[config.mk]
export PLATFORM = sky130hd
export DESIGN_NAME = abb_place
export DESIGN_NICKNAME = d
export VERILOG_FILES = /design/src/abb_pkg.sv /design/src/abb_place.sv
export SDC_FILE = /design/constraint.sdc
export NUM_CORES = 2
export LEC_CHECK = 0
export ABC_AREA = 1
export BUFFER_PORTS_ARGS = -buffer_cell sky130_fd_sc_hd__buf_4
export CAP_MARGIN = 20
export CORE_MARGIN = 3
export CORE_UTILIZATION = 57
export CTS_CLUSTER_SIZE = 20
export DETAILED_ROUTE_END_ITERATION = 12
export GPL_ROUTABILITY_DRIVEN = 0
export GPL_TIMING_DRIVEN = 0
export MAX_ROUTING_LAYER = met4
export PLACE_DENSITY = 0.74
export SETUP_SLACK_MARGIN = 0.2
export SLEW_MARGIN = 20
export SYNTH_ARGS = -nofsm -noshare
export SYNTH_HDL_FRONTEND = slang
export SYNTH_SLANG_ARGS = --single-unit
[constraint.sdc]
create_clock -name i_clk -period 10 [get_ports i_clk]
set_input_delay 1 -clock i_clk [delete_from_list [all_inputs] [get_ports i_clk]]
set_output_delay 1 -clock i_clk [all_outputs]
set_load 0.05 [all_outputs]
[src/abb_pkg.sv]
`default_nettype none

package abb_pkg;

    // Rotation stages of each CORDIC rotator (8 to 24)
    localparam int CORDIC_STAGES = 16;
    localparam int ATAN_ENTRIES  = 24;

    // Field widths
    localparam int COORD_W = 32;
    localparam int RAD_W   = 31;
    localparam int ANG_W   = 16;
    localparam int FRAC_W  = ANG_W - 2;

    // CORDIC datapath widths, Q2.30 with headroom
    localparam int XW     = 34;
    localparam int ZW     = 33;
    localparam int TRIG_W = 32;
    localparam int PROD_W = 2 * TRIG_W;
    localparam int SUM_W  = COORD_W + 2;
    localparam int GAIN_Q30 = 652032874;
    localparam int ROUND_SHIFT = 30;

    // Pipeline shape: input stage, rotations, quadrant fix-up,
    // three placement stages, box select
    localparam int LATENCY    = CORDIC_STAGES + 6;
    localparam int SIDE_DEPTH = CORDIC_STAGES + 4;
    localparam int ST_TRIG    = CORDIC_STAGES + 1;
    localparam int ST_OFFSET  = CORDIC_STAGES + 3;

    // Quadrant codes (top two angle bits)
    localparam logic [1:0] QUAD_0 = 2'd0;
    localparam logic [1:0] QUAD_1 = 2'd1;
    localparam logic [1:0] QUAD_2 = 2'd2;
    localparam logic [1:0] QUAD_3 = 2'd3;

    // Axis extremes as binary angles
    localparam logic [ANG_W-1:0] ANG_0   = 16'd0;
    localparam logic [ANG_W-1:0] ANG_90  = 16'd16384;
    localparam logic [ANG_W-1:0] ANG_180 = 16'd32768;
    localparam logic [ANG_W-1:0] ANG_270 = 16'd49152;

    // Sweep flag positions
    localparam int SW_XMIN = 0;
    localparam int SW_XMAX = 1;
    localparam int SW_YMIN = 2;
    localparam int SW_YMAX = 3;

    // atan(2^-i) in units of a 32-bit turn
    localparam logic [31:0] ATAN_TURN32 [ATAN_ENTRIES] = '{
        32'h20000000, 32'h12E4051E, 32'h09FB385B, 32'h051111D4, 32'h028B0D43,
        32'h0145D7E1, 32'h00A2F61E, 32'h00517C55, 32'h0028BE53, 32'h00145F2F,
        32'h000A2F98, 32'h000517CC, 32'h00028BE6, 32'h000145F3, 32'h0000A2FA,
        32'h0000517D, 32'h000028BE, 32'h0000145F, 32'h00000A30, 32'h00000518,
        32'h0000028C, 32'h00000146, 32'h000000A3, 32'h00000051
    };

    typedef struct packed {
        logic signed [COORD_W-1:0] cx;
        logic signed [COORD_W-1:0] cy;
        logic [RAD_W-1:0]          rad;
        logic [3:0]                sweep;
    } t_side;

    function automatic logic signed [COORD_W-1:0] sat32(input logic signed [SUM_W-1:0] v);
        logic signed [COORD_W-1:0] res;
        if (v > SUM_W'(64'sd2147483647)) begin
            res = COORD_W'(64'sd2147483647);
        end else if (v < -SUM_W'(64'sd2147483648)) begin
            res = {1'b1, {(COORD_W-1){1'b0}}};
        end else begin
            res = v[COORD_W-1:0];
        end
        return res;
    endfunction

    // Inclusive sweep test of angle a over the arc lo..hi
    function automatic logic sweeps(input logic [ANG_W-1:0] a, input logic [ANG_W-1:0] lo,
                                    input logic [ANG_W-1:0] hi, input logic ccw);
        logic res;
        if (ccw) begin
            res = (lo < hi) ? (a >= lo && a <= hi) : (a >= lo || a <= hi);
        end else begin
            res = (lo < hi) ? !(a > lo && a < hi) : !(a > lo || a < hi);
        end
        return res;
    endfunction

endpackage

`default_nettype wire

[src/abb_place.sv]
`default_nettype none

module abb_place (
    input  logic                                i_clk,
    input  logic                                i_en,
    input  logic [abb_pkg::RAD_W-1:0]           i_radius,
    input  logic signed [abb_pkg::TRIG_W-1:0]   i_trig,
    input  logic signed [abb_pkg::COORD_W-1:0]  i_center,
    output logic signed [abb_pkg::COORD_W-1:0]  o_coord
);
    import abb_pkg::*;

    logic signed [PROD_W-1:0] r_prod;
    logic signed [SUM_W-1:0]  r_off;
    logic signed [PROD_W-1:0] w_round;
    logic signed [TRIG_W-1:0] w_rad;
    logic signed [SUM_W-1:0]  w_sum;

    assign w_rad   = signed'({1'b0, i_radius});
    assign w_round = r_prod + PROD_W'(64'sd536870912);
    assign w_sum   = SUM_W'(i_center) + r_off;

    // product, round-half-up offset, then saturated sum with the centre
    always_ff @(posedge i_clk) begin
        if (i_en) begin
            r_prod  <= PROD_W'(w_rad) * PROD_W'(i_trig);
            r_off   <= w_round[ROUND_SHIFT +: SUM_W];
            o_coord <= sat32(w_sum);
        end
    end

endmodule

`default_nettype wire

Word level (Yosys, flattened, before mapping)
Index checks and enable logic that the tools add are counted.
{"block": "totals", "register_bits": 130, "inputBits": 97, "output_inout_bits": 32, "word_cells": 9}
{"block": "op_classes", "addsub": 2, "mul": 1, "n_lt_le_gt_ge": 2, "muxes": 1}
{"operator": "$add 64x31->64 const B", "count": 1}
{"operator": "$mul 32x32->64", "count": 1}
{"operator": "$add 32x34->34", "count": 1}
{"operator": "$gt 34x32->1 const B", "count": 1}
{"operator": "$lt 34x32->1 const B", "count": 1}
{"operator": "$mux 32", "count": 1}

Logic depth before layout (Yosys ltp)
{"block": "logic_depth", "ltp_word": 3, "mapped_depth": 32, "mapped_depth_nobuf": 31}

Least setup slack after synthesis
Ideal clock, no wire load.
{"block": "synth_path", "path_kind": "input-to-reg", "startpoint": "input i_trig[3] (netlist name)", "endpoint": "register r_prod[37] (data pin)", "setup_ns": 0.252, "t_arrival_ns": 6.745, "t_required_ns": 9.748, "slack_ns": 3.003, "path_stages": 27, "n_path_buf": 1, "cell_sequence": "clkbuf_1 -> nand2_1 -> inv_1 -> fa_1 -> fa_1 -> inv_1 -> fa_1 -> fa_1 -> inv_1 -> fa_1 -> inv_1 -> fa_1 -> inv_1 -> fa_1 -> inv_1 -> fa_1 -> inv_1 -> ha_1 -> nand2_1 -> nor2_1 -> inv_1 -> nor3_1 -> nand2_1 -> o211ai_1 -> nand2_1 -> nand3_1 -> nand2_1"}
{"block": "synth_between", "elab_chain_cells": 1}
{"element": "start: declaration", "line": "abb_place.sv:7", "text": "input logic signed [abb_pkg::TRIG_W-1:0] i_trig,"}
{"element": "$mul 32x32->64", "line": "abb_place.sv:26", "text": "r_prod <= PROD_W'(w_rad) * PROD_W'(i_trig);"}
{"element": "end signal: assignment", "line": "abb_place.sv:26"}
{"element": "end: declaration", "line": "abb_place.sv:13", "text": "logic signed [PROD_W-1:0] r_prod;"}
No other way between the ends.
A chain may end at the register's enable or synchronous reset.

Final worst setup path
{"block": "layout_path", "startpoint": "input i_trig[1] (netlist name)", "endpoint": "register r_prod[50] (data pin)"}
The elaborated chain is that of the path after synthesis.

==> metrics.md <==
| Metric | Value |
|---|---|
| Critical Path Fanout Max | 10 |
| Synthesized area per cell | 7.69 µm² |
| Clock Tree Buf Depth | 2 |
| Syn-to-layout area delta | 6.05% |
| Most frequent cells in the layout | 1,625 x inv_1, 1,462 x nand2_1, 867 x fa_1, 327 x ha_1, 222 x nor2_1 |
| Initial antenna violation count | 7 |
| Worst slew pin tran | 1.21 ns |
| Number of enable flip-flop cells after synthesis | 101 |
| Post-synthesis sequential area ratio | 0.0748 |
| Storage element area | 0.00303 mm² |
| Clock sink total | 101 |
| Mapped Cells | 5,274 |
| CP Capture Type | register |
| Clk slew on worst S/H paths | 0.08 ns |
| Final min period | 8.29 ns |
| Detail Route Antenna Nets | 0 |
| Vias in the first global route | 35,000 |
| H-Tree Depth | 3 |
| Highest routed layer | met4 |
| Area of the multi-input gates | 0.0306 mm² |
| Io pins | 129 |
| CTS tree | yes |
| Met3 WL | 17,500 µm |
| CP startpoint kind | input pin |
| Clk_skew | 0.0135 ns |
| Hold Buf Count CTS | 0 |
| Drt total wl | 132,000 µm |
| Port Buffer Count | 128 |
| Worst min-delay path class | register to register |
| Die height | 273 µm |
| Vias post-DR | 34,900 |
| WL met1 | 47,500 µm |
| Die W | 273 µm |
| Root Driver | clkbuf_16 |
| Post-synth top flop | edfxtp_1 |
| Clk Latency, worst-skew pair | 0.36 ns |
| Drt drc | 0 |
| Initial DRC count | 4,089 |
| Post_cts resized | 0 |
| Number of distinct library cells after synthesis | 35 |
| YS warnings | 0 |
| Ys async rst share | 0 |
| Worst rel slew slack | 0.191 |
| Period utilisation layout | 0.829 |
| Final #Nets | 6,704 |
| First-pass GRT wire length | 201,000 µm |
| Slew Limit Fails | 0 |
| CTS buffer count | 9 |
| Setup Crit Path Kind | input pin to register |
| Mapped Nets | 6,565 |
| Arrival time at the worst endpoint | 8.40 ns |
| Core ar. | 0.0703 mm² |
| Fmax achieved | 121 MHz |
| TritonRoute pass-1 iters | 8 |
| Most common cell after layout, fill and taps aside | inv_1 |
| Endpoints failing hold | 0 |
| Fillers | 6,359 |
| Synth Register Bits | 101 |
| Met2 WL | 56,500 µm |
| All-Layer GR Usage | 0.372 |
| RSZ-0062 raised after global routing | no |
| Dpl hpwl | 113,000 µm |
| Pin count of the biggest net entering global routing | 102 |
| Die ar. | 0.0744 mm² |
| # rows | 97 |
| Via density per instance | 5.48 |
| Fin Setup TNS | 0 ns |
| Post-CTS Setup Repair Bufs | 0 |
| Status | completed |
| Max Cap Viol | 0 |
| Gr ovfl total | 0 |
| Worst path required time | 10.10 ns |
| Final setup vio count | 0 |
| WL/cell | 20.7 µm |
| Post-Syn Area | 0.0406 mm² |
| Initial Utilization | 0.577 |
| Layout cells sized above 1 | 0.0332 |
## synth_stat cells, drive strengths merged, types with 21 or more instances
| library cell | number | area (µm²) |
|---|---|---|
| inv | 1628 | 6110 |
| o21bai | 21 | 158 |
| fa | 867 | 17400 |
| xnor2 | 24 | 210 |
| o21ai | 65 | 337 |
| xor2 | 50 | 438 |
| edfxtp | 101 | 3030 |
| nor2 | 223 | 840 |
| nand3 | 90 | 450 |
| nand2 | 1471 | 5550 |
| nor3 | 32 | 181 |
| clkbuf | 185 | 694 |
| ha | 327 | 4090 |
| a21oi | 108 | 541 |
## through the flow
step	std cells	hold WS, ns	worst slack, ns	utilization	area (µm²)
floorplan	5274	0.538	3.00	-	40600
global placement	6342	0.602	1.53	0.608	42700
detailed placement	6342	0.611	1.46	0.608	42700
CTS	6358	0.623	1.84	0.612	43000
global route	6365	0.644	1.50	0.612	43000
finish	6365	0.625	1.71	0.612	43000
## per-layer routing
layer	GRT usage	vias to the layer above
li1	-	15200
met1	0.474	16900
met2	0.540	2274
met3	0.0965	548
met4	0.215	0
met5	-	-
## state kept, by name, indices dropped and copies added (netlist names)
name	cells
o_coord	32
r_off	34
r_prod	35
## kinds of logic after synthesis
logic type | synth area share
AO/OA/AOI/OAI | 0.0303
XOR/XNOR | 0.0160
adder cells (fa/ha/maj) | 0.529
buffers and inverters | 0.170
flip-flops | 0.0748
AND/OR/NAND/NOR | 0.180
## worst max-delay path, stage by stage
cell and delay, ns:
buf_4 0.10, clkbuf_1 0.46, clkbuf_1 0.65, nand2_1 0.10, inv_1 0.08, ha_1 0.24
fa_1 0.54, fa_1 0.51, inv_1 0.06, fa_1 0.53, inv_1 0.06, fa_1 0.53
inv_1 0.06, fa_1 0.56, fa_1 0.48, fa_1 0.51, inv_1 0.04, ha_1 0.36
nand2_1 0.11, nor2_1 0.13, inv_1 0.09, nor2_1 0.27, nand2_1 0.08, o21ai_0 0.48
nand2_1 0.16, nand3_1 0.11, nand2_1 0.09
## area by class of cell
cell class,instances,share of cell area
multi-input combinational,3350,0.712
inverter,1628,0.142
clock buffer,9,0.00524
timing repair buffer,128,0.0224
clock inverter,7,0.00160
antenna,7,0.000407
tap,940,0.0273
sequential,101,0.0705
buffer,195,0.0181
## final timing paths
path / startpoint / end / slack, ns / cells past startpoint
hold / removal: r_prod[36] / r_off[6] / 0.62 / 1
setup / recovery: i_trig[1] / r_prod[50] / 1.71 / 27
setup reg to reg: r_off[10] / o_coord[30] / 7.17 / 10
hold reg to reg: r_prod[36] / r_off[6] / 0.62 / 1
Power is left out: the tool's default activity adds up to more than one toggle a clock period on the data nets, which glitch-free logic cannot reach.
