==> src/abb_pkg.sv <==
`default_nettype none

package abb_pkg;

    // Rotation stages of each CORDIC rotator (8 to 24)
    localparam int CORDIC_STAGES = 16;
    localparam int ATAN_ENTRIES  = 24;

    // Field widths
    localparam int COORD_W = 32;
    localparam int RAD_W   = 31;
    localparam int ANG_W   = 16;
    localparam int FRAC_W  = ANG_W - 2;

    // CORDIC datapath widths, Q2.30 with headroom
    localparam int XW     = 34;
    localparam int ZW     = 33;
    localparam int TRIG_W = 32;
    localparam int PROD_W = 2 * TRIG_W;
    localparam int SUM_W  = COORD_W + 2;
    localparam int GAIN_Q30 = 652032874;
    localparam int ROUND_SHIFT = 30;

    // Pipeline shape: input stage, rotations, quadrant fix-up,
    // three placement stages, box select
    localparam int LATENCY    = CORDIC_STAGES + 6;
    localparam int SIDE_DEPTH = CORDIC_STAGES + 4;
    localparam int ST_TRIG    = CORDIC_STAGES + 1;
    localparam int ST_OFFSET  = CORDIC_STAGES + 3;

    // Quadrant codes (top two angle bits)
    localparam logic [1:0] QUAD_0 = 2'd0;
    localparam logic [1:0] QUAD_1 = 2'd1;
    localparam logic [1:0] QUAD_2 = 2'd2;
    localparam logic [1:0] QUAD_3 = 2'd3;

    // Axis extremes as binary angles
    localparam logic [ANG_W-1:0] ANG_0   = 16'd0;
    localparam logic [ANG_W-1:0] ANG_90  = 16'd16384;
    localparam logic [ANG_W-1:0] ANG_180 = 16'd32768;
    localparam logic [ANG_W-1:0] ANG_270 = 16'd49152;

    // Sweep flag positions
    localparam int SW_XMIN = 0;
    localparam int SW_XMAX = 1;
    localparam int SW_YMIN = 2;
    localparam int SW_YMAX = 3;

    // atan(2^-i) in units of a 32-bit turn
    localparam logic [31:0] ATAN_TURN32 [ATAN_ENTRIES] = '{
        32'h20000000, 32'h12E4051E, 32'h09FB385B, 32'h051111D4, 32'h028B0D43,
        32'h0145D7E1, 32'h00A2F61E, 32'h00517C55, 32'h0028BE53, 32'h00145F2F,
        32'h000A2F98, 32'h000517CC, 32'h00028BE6, 32'h000145F3, 32'h0000A2FA,
        32'h0000517D, 32'h000028BE, 32'h0000145F, 32'h00000A30, 32'h00000518,
        32'h0000028C, 32'h00000146, 32'h000000A3, 32'h00000051
    };

    typedef struct packed {
        logic signed [COORD_W-1:0] cx;
        logic signed [COORD_W-1:0] cy;
        logic [RAD_W-1:0]          rad;
        logic [3:0]                sweep;
    } t_side;

    function automatic logic signed [COORD_W-1:0] sat32(input logic signed [SUM_W-1:0] v);
        logic signed [COORD_W-1:0] res;
        if (v > SUM_W'(64'sd2147483647)) begin
            res = COORD_W'(64'sd2147483647);
        end else if (v < -SUM_W'(64'sd2147483648)) begin
            res = {1'b1, {(COORD_W-1){1'b0}}};
        end else begin
            res = v[COORD_W-1:0];
        end
        return res;
    endfunction

    // Inclusive sweep test of angle a over the arc lo..hi
    function automatic logic sweeps(input logic [ANG_W-1:0] a, input logic [ANG_W-1:0] lo,
                                    input logic [ANG_W-1:0] hi, input logic ccw);
        logic res;
        if (ccw) begin
            res = (lo < hi) ? (a >= lo && a <= hi) : (a >= lo || a <= hi);
        end else begin
            res = (lo < hi) ? !(a > lo && a < hi) : !(a > lo || a < hi);
        end
        return res;
    endfunction

endpackage

`default_nettype wire

==> src/abb_cordic.sv <==
`default_nettype none

module abb_cordic (
    input  logic                               i_clk,
    input  logic                               i_en,
    input  logic [abb_pkg::ANG_W-1:0]          i_angle,
    output logic signed [abb_pkg::TRIG_W-1:0]  o_cos,
    output logic signed [abb_pkg::TRIG_W-1:0]  o_sin
);
    import abb_pkg::*;

    logic signed [XW-1:0] r_x [CORDIC_STAGES];
    logic signed [XW-1:0] r_y [CORDIC_STAGES];
    logic signed [ZW-1:0] r_z [CORDIC_STAGES];
    logic [1:0]           r_q [CORDIC_STAGES];
    logic signed [XW-1:0] n_cos;
    logic signed [XW-1:0] n_sin;
    logic signed [XW-1:0] w_xl;
    logic signed [XW-1:0] w_yl;

    for (genvar i = 0; i < CORDIC_STAGES; i++) begin : g_stage
        logic signed [XW-1:0] w_xi;
        logic signed [XW-1:0] w_yi;
        logic signed [ZW-1:0] w_zi;
        logic [1:0]           w_qi;
        logic signed [XW-1:0] w_dx;
        logic signed [XW-1:0] w_dy;
        logic signed [ZW-1:0] w_at;

        if (i == 0) begin : g_first
            assign w_xi = XW'(GAIN_Q30);
            assign w_yi = '0;
            assign w_zi = {{(ZW-FRAC_W-16){1'b0}}, i_angle[FRAC_W-1:0], 16'b0};
            assign w_qi = i_angle[ANG_W-1:FRAC_W];
        end else begin : g_next
            assign w_xi = r_x[i-1];
            assign w_yi = r_y[i-1];
            assign w_zi = r_z[i-1];
            assign w_qi = r_q[i-1];
        end

        assign w_dx = w_yi >>> i;
        assign w_dy = w_xi >>> i;
        assign w_at = ZW'(ATAN_TURN32[i]);

        // rotate towards zero residual angle
        always_ff @(posedge i_clk) begin
            if (i_en) begin
                if (!w_zi[ZW-1]) begin
                    r_x[i] <= w_xi - w_dx;
                    r_y[i] <= w_yi + w_dy;
                    r_z[i] <= w_zi - w_at;
                end else begin
                    r_x[i] <= w_xi + w_dx;
                    r_y[i] <= w_yi - w_dy;
                    r_z[i] <= w_zi + w_at;
                end
                r_q[i] <= w_qi;
            end
        end
    end

    assign w_xl = r_x[CORDIC_STAGES-1];
    assign w_yl = r_y[CORDIC_STAGES-1];

    // quadrant fold-back by swap and negate
    always_comb begin
        case (r_q[CORDIC_STAGES-1])
            QUAD_0: begin
                n_cos = w_xl;
                n_sin = w_yl;
            end
            QUAD_1: begin
                n_cos = -w_yl;
                n_sin = w_xl;
            end
            QUAD_2: begin
                n_cos = -w_xl;
                n_sin = -w_yl;
            end
            default: begin
                n_cos = w_yl;
                n_sin = -w_xl;
            end
        endcase
    end

    always_ff @(posedge i_clk) begin
        if (i_en) begin
            o_cos <= n_cos[TRIG_W-1:0];
            o_sin <= n_sin[TRIG_W-1:0];
        end
    end

endmodule

`default_nettype wire

==> config.mk <==
export PLATFORM = sky130hd
export DESIGN_NAME = abb_cordic
export DESIGN_NICKNAME = d
export VERILOG_FILES = /design/src/abb_pkg.sv /design/src/abb_cordic.sv
export SDC_FILE = /design/constraint.sdc
export NUM_CORES = 2
export LEC_CHECK = 0
export BUFFER_PORTS_ARGS = -buffer_cell sky130_fd_sc_hd__buf_2
export CORE_MARGIN = 2
export CORE_UTILIZATION = 30
export CTS_BUF_LIST = sky130_fd_sc_hd__clkbuf_4
export CTS_CLUSTER_DIAMETER = 150
export DETAILED_ROUTE_END_ITERATION = 10
export PLACE_DENSITY = 0.54
export SETUP_SLACK_MARGIN = 0.4
export SYNTH_ARGS = -nofsm -noshare
export SYNTH_HDL_FRONTEND = slang
export SYNTH_SLANG_ARGS = --single-unit
==> constraint.sdc <==
create_clock -name i_clk -period 4.75 [get_ports i_clk]
set_input_delay 0.2375 -clock i_clk [delete_from_list [all_inputs] [get_ports i_clk]]
set_output_delay 0.2375 -clock i_clk [all_outputs]
set_load 0.05 [all_outputs]
# Word level (Yosys, flattened, before mapping)
# Memories as Yosys holds them, arrays and structs flattened.
# Cells that the tools add are included.
[classes] mux=139 bitwise=45 n_eq_ne=2 n_addsub=93 reduce_logical=1
[op_table] op="two-way mux 34 bit" n=30
[op_table] op="two-way mux 33 bit" n=15
[op_table] op="case mux 32 bit (3 select lines)" n=2
[op_table] op="two-way mux 1 bit" n=92
[op_table] op="adder 34 x 19 -> 34 bit" n=2
[op_table] op="adder 34 x 20 -> 34 bit" n=2
[op_table] op="adder 34 x 21 -> 34 bit" n=2
[op_table] op="adder 34 x 22 -> 34 bit" n=2
[op_table] op="adder 34 x 23 -> 34 bit" n=2
[op_table] op="adder 34 x 24 -> 34 bit" n=2
[op_table] op="adder 34 x 25 -> 34 bit" n=2
[op_table] op="adder 34 x 26 -> 34 bit" n=2
[op_table] op="adder 34 x 27 -> 34 bit" n=2
[op_table] op="adder 34 x 28 -> 34 bit" n=2
[op_table] op="adder 34 x 29 -> 34 bit" n=2
[op_table] op="adder 34 x 30 -> 34 bit" n=2
[op_table] op="adder 34 x 31 -> 34 bit" n=2
[op_table] op="adder 34 x 32 -> 34 bit" n=2
[op_table] op="adder 34 x 33 -> 34 bit" n=2
[op_table] op="subtractor 34 x 19 -> 34 bit" n=2
[op_table] op="subtractor 34 x 20 -> 34 bit" n=2
[op_table] op="subtractor 34 x 21 -> 34 bit" n=2
[op_table] op="subtractor 34 x 22 -> 34 bit" n=2
[op_table] op="subtractor 34 x 23 -> 34 bit" n=2
[op_table] op="other kinds (46)" n=101
[word_totals] ramBits=1648 mem_count=4 reg_bits=64
[memory_table] name="r_x" depth=16 word_bits=34 rd=16 rd_clocked_by_memory_dff=0 wr=16 line="abb_cordic.sv:12" source="logic signed [XW-1:0] r_x [CORDIC_STAGES];"
[memory_table] name="r_y" depth=16 word_bits=34 rd=16 rd_clocked_by_memory_dff=0 wr=16 line="abb_cordic.sv:13" source="logic signed [XW-1:0] r_y [CORDIC_STAGES];"
[memory_table] name="r_z" depth=16 word_bits=33 rd=15 rd_clocked_by_memory_dff=0 wr=16 line="abb_cordic.sv:14" source="logic signed [ZW-1:0] r_z [CORDIC_STAGES];"
[memory_table] name="r_q" depth=16 word_bits=2 rd=16 rd_clocked_by_memory_dff=0 wr=16 line="abb_cordic.sv:15" source="logic [1:0] r_q [CORDIC_STAGES];"

# Logic depth before layout (Yosys ltp)
# An unclocked memory read counts as a cell.
[depth] ltp_word=5 ltp_mapped=24 depth_no_buf=22

# Worst setup path after synthesis
# No wires, ideal clock.
[synth_path] kind="reg2reg" start="memory r_x[4][10] (netlist: r_x[0][146])" end="memory r_y[5][32] (netlist: r_y[0][202]) (data pin)" period_less_slack_ps=4706 setup_time_ps=158 path_stages_with_launch=17 arrival_ps=4547 setup_slack_ps=44 cell_sequence="edfxtp_1 or4_4 or3_1 or3_4 nor4_4 nand2_2 or4_4 o41ai_2 xor2_1 ha_1 and3_1 nand2_1 o21bai_1 o31ai_1 o221ai_1 or4b_2 o211ai_1"
[synth_rtl] item="from (decl)" line="abb_cordic.sv:12"
[synth_rtl] item="to (decl)" line="abb_cordic.sv:13"

==> flow_summary.yaml <==
die:
  die_x_microns: 640.6
  die_h_microns: 640.6
  start_util: 0.3016
  coreArea_sq_mm: 0.4032
  fp-row-count: 233
  die-area_sq_mm: 0.4104
  pin_count: 82
route:
  viasPerCell: 4.988
  drtPass1Iterations: 5
  via_count: 97837
  postRouteAntennaNets: 0
  drt-initial-drc-count: 5467
  drt-total-wl_microns: 327400
  drc: 0
  wl_per_cell_microns: 16.69
worst_setup_path:
  critPathKind: "in2reg"
  arrival_ns: 5.83
  worstPathCellList: "dlygate4sd3_1, buf_12, dlygate4sd3_1, buf_4, nand2_2, buf_4, buf_4, o41ai_1, xor2_1, ha_1, a21oi_1, nor4bb_2, o211a_1, o31a_1, o21ai_0, a31oi_1, nor2_1, nor4_1, a211oi_2"
  cp.required_ns: 5.87
  cpLargestDelayFamily: "buffers and inverters"
  crit_fanout: 25
  critPathMaxStageDelay_ns: 0.83
  cp_slowest_cell: "dlygate4sd3_1"
  cp_num_buf_inv: 6
  end_kind: "register"
  worst_path_most_repeated_cell: "buf_4"
  crit_path_start_kind: "input port"
flow_run:
  drv_cap: 0
yosys:
  synthCells: 12739
  ys.flop_type: "edfxtp_1"
  synth_cell_types: 89
  seq_area_frac_synth: 0.3606
  synth_nets: 14109
  yosysWarnings: 0
  async_flop_share: 0
  synth_edf_count: 1460
  synth_area_sq_mm: 0.1216
  ys_ff_latch: 1460
  syn-mean-instance-area_sq_um: 9.544
place:
  gp_congestion: 0.8693
  dp_hpwl_microns: 253600
  place_ws_ns: -0.3667
  portBuffers: 81
  place_area_sq_mm: 0.1325
  dp_cells: 18540
clock_tree:
  max-clock-path-buffers: 4
  cts_tree: "yes"
  numClockSinks: 1460
  cts_buffers: 424
  clk_latency_ns: 1.48
  cts_max_level: 5
  cts_root_buf: "clkbuf_4"
  clk_pin_slew_ns: 0.06
global_routing:
  grt_max_degree: 166
  gr-total-overflow: 0
  track_usage: 0.1539
  antenna_found_initial: 8
  grt_pass1_wl_microns: 517400
  grt_pass1_vias: 95364
sta:
  finalCritPeriodShare: 0.9919
  finClkSkew_ns: 0.2897
  hold_viol: 0
  setup_viol: 0
  worst_slew_pin_slew_ns: 0.9859
  fin_ws_ns: 0.03862
  maxSlewHeadroom: 0.3427
  fmax_mhz: 212.3
  drv_slew: 0
  rsz0062_at_grt: "true"
  min_period_ns: 4.711
finish:
  final_cells: 19614
  final_cell_mix: "1460 x edfxtp_1, 1283 x ha_1, 1179 x a21oi_1, 1167 x xnor2_1, 968 x nor2_1"
  area_growth_pct: 18.71
  nNetsFinal: 15240
  nFillCells: 41063
  layout_commonest_cell: "edfxtp_1"
  drive_gt1_frac: 0.1654
  postLayoutCellArea_sq_mm: 0.1443
min_path:
  hold_class: "in2reg"
outcome:
  status: "finished, final reports clean"
per-layer routing:
| metal | GRT usage | up-vias | share of wire |
|---|---|---|---|
| li1 | - | 49828 | - |
| met2 | 0.2718 | 1643 | 0.49 |
| met5 | 0 | - | 0.000021 |
| met4 | 0.05104 | 2 | 0.031 |
| met1 | 0.1937 | 45770 | 0.45 |
| met3 | 0.01794 | 594 | 0.033 |
logic make-up (layout without fill, tap and decap cells):
family	count (synthesis)	count (layout)	synth area share
AOI/OAI and AO/OA	3872	3872	0.2010
and+or+nand+nor	3358	3358	0.1331
xor gates and xnor gates	1804	1804	0.1299
buffers and inverters	781	2246	0.02415
DFF	1460	1460	0.3606
other	0	5	0
adders and majority gates	1352	1352	0.1414
muxes	112	112	0.009869
repair_timing:
item | 4_1_cts | 5_1_grt
setup endpoints to repair | 151 | 299
hold endpoints to repair | 994 | 6
gates resized for setup | 315 | 582
hold buffers | 46 | 3
buffers inserted | 98 | 163
pin swaps | 142 | 300
through the flow:
step                hold WS (ns)  TNS [ns]    util
floorplan                 0.3364         0       -
global placement          0.4008    -1.109  0.3287
detailed placement        0.4045   -0.7108  0.3287
CTS                      0.04869  -0.01362  0.3484
global route             0.03423   -0.6390  0.3580
finish                    0.1241         0  0.3580
cell type report:
type / instances / area (sq um) / area share
Antenna cell: 5 / 12.51 / 0.00008669
Clock buffer: 574 / 4309 / 0.02985
Clock inverter: 186 / 1066 / 0.007386
Inverter: 511 / 1926 / 0.01334
Tap cell: 5405 / 6763 / 0.04685
Sequential cell: 1460 / 43840 / 0.3037
Timing Repair Buffer: 975 / 7674 / 0.05316
Multi-Input combinational cell: 10498 / 78750 / 0.5456
cells in the mapped netlist, drive strengths merged (24+ instances only):
master	instances	area (sq um)
a211o	25	219.0
mux2	43	484.2
a31oi	135	844.6
edfxtp	1460	43840
o31ai	148	1111
nand3	207	1036
o41ai	59	539.3
a2111oi	28	245.2
and3	113	706.9
o21a	167	1254
nand2b	217	1358
inv	507	1903
a21oi	1272	6366
or4	44	337.8
buf	40	155.2
nor3b	27	202.7
and2	70	437.9
xor2	625	5474
nand2	797	2994
a221oi	27	255.2
a21boi	63	473.0
nor2b	194	1214
nor3	303	1521
nand3b	26	195.2
mux2i	67	670.6
ha	1316	16470
xnor2	1179	10330
clkbuf	230	863.3
a211oi	113	848.3
fa	36	720.7
o2111ai	27	236.5
nor4	71	478.0
o21ai	746	3734
a21o	651	4887
o211ai	44	330.3
o31a	24	210.2
or2	44	277.8
nor2	1004	3774
and4	28	245.2
o21bai	153	1149
or3	92	585.6
nand4	97	606.8
registers in the layout (all words and copies together), names as in the netlist:
name,count
r_q,32
r_z,416
o_cos,32
r_y,475
r_x,473
o_sin,32
path summary, 6_finish.rpt:
path,startpoint,end,slack (ns),cells after the start
setup reg to reg,r_x[0][145],r_y[0][203],0.08,17
hold reg to reg,r_q[1][7],r_q[1][9],0.36,0
setup / recovery,i_en,r_y[0][197],0.04,19
hold / removal,i_en,r_z[1][197],0.12,2
Power is left out: the tool's default activity adds up to more than one toggle a clock period on the data nets, which glitch-free logic cannot reach.
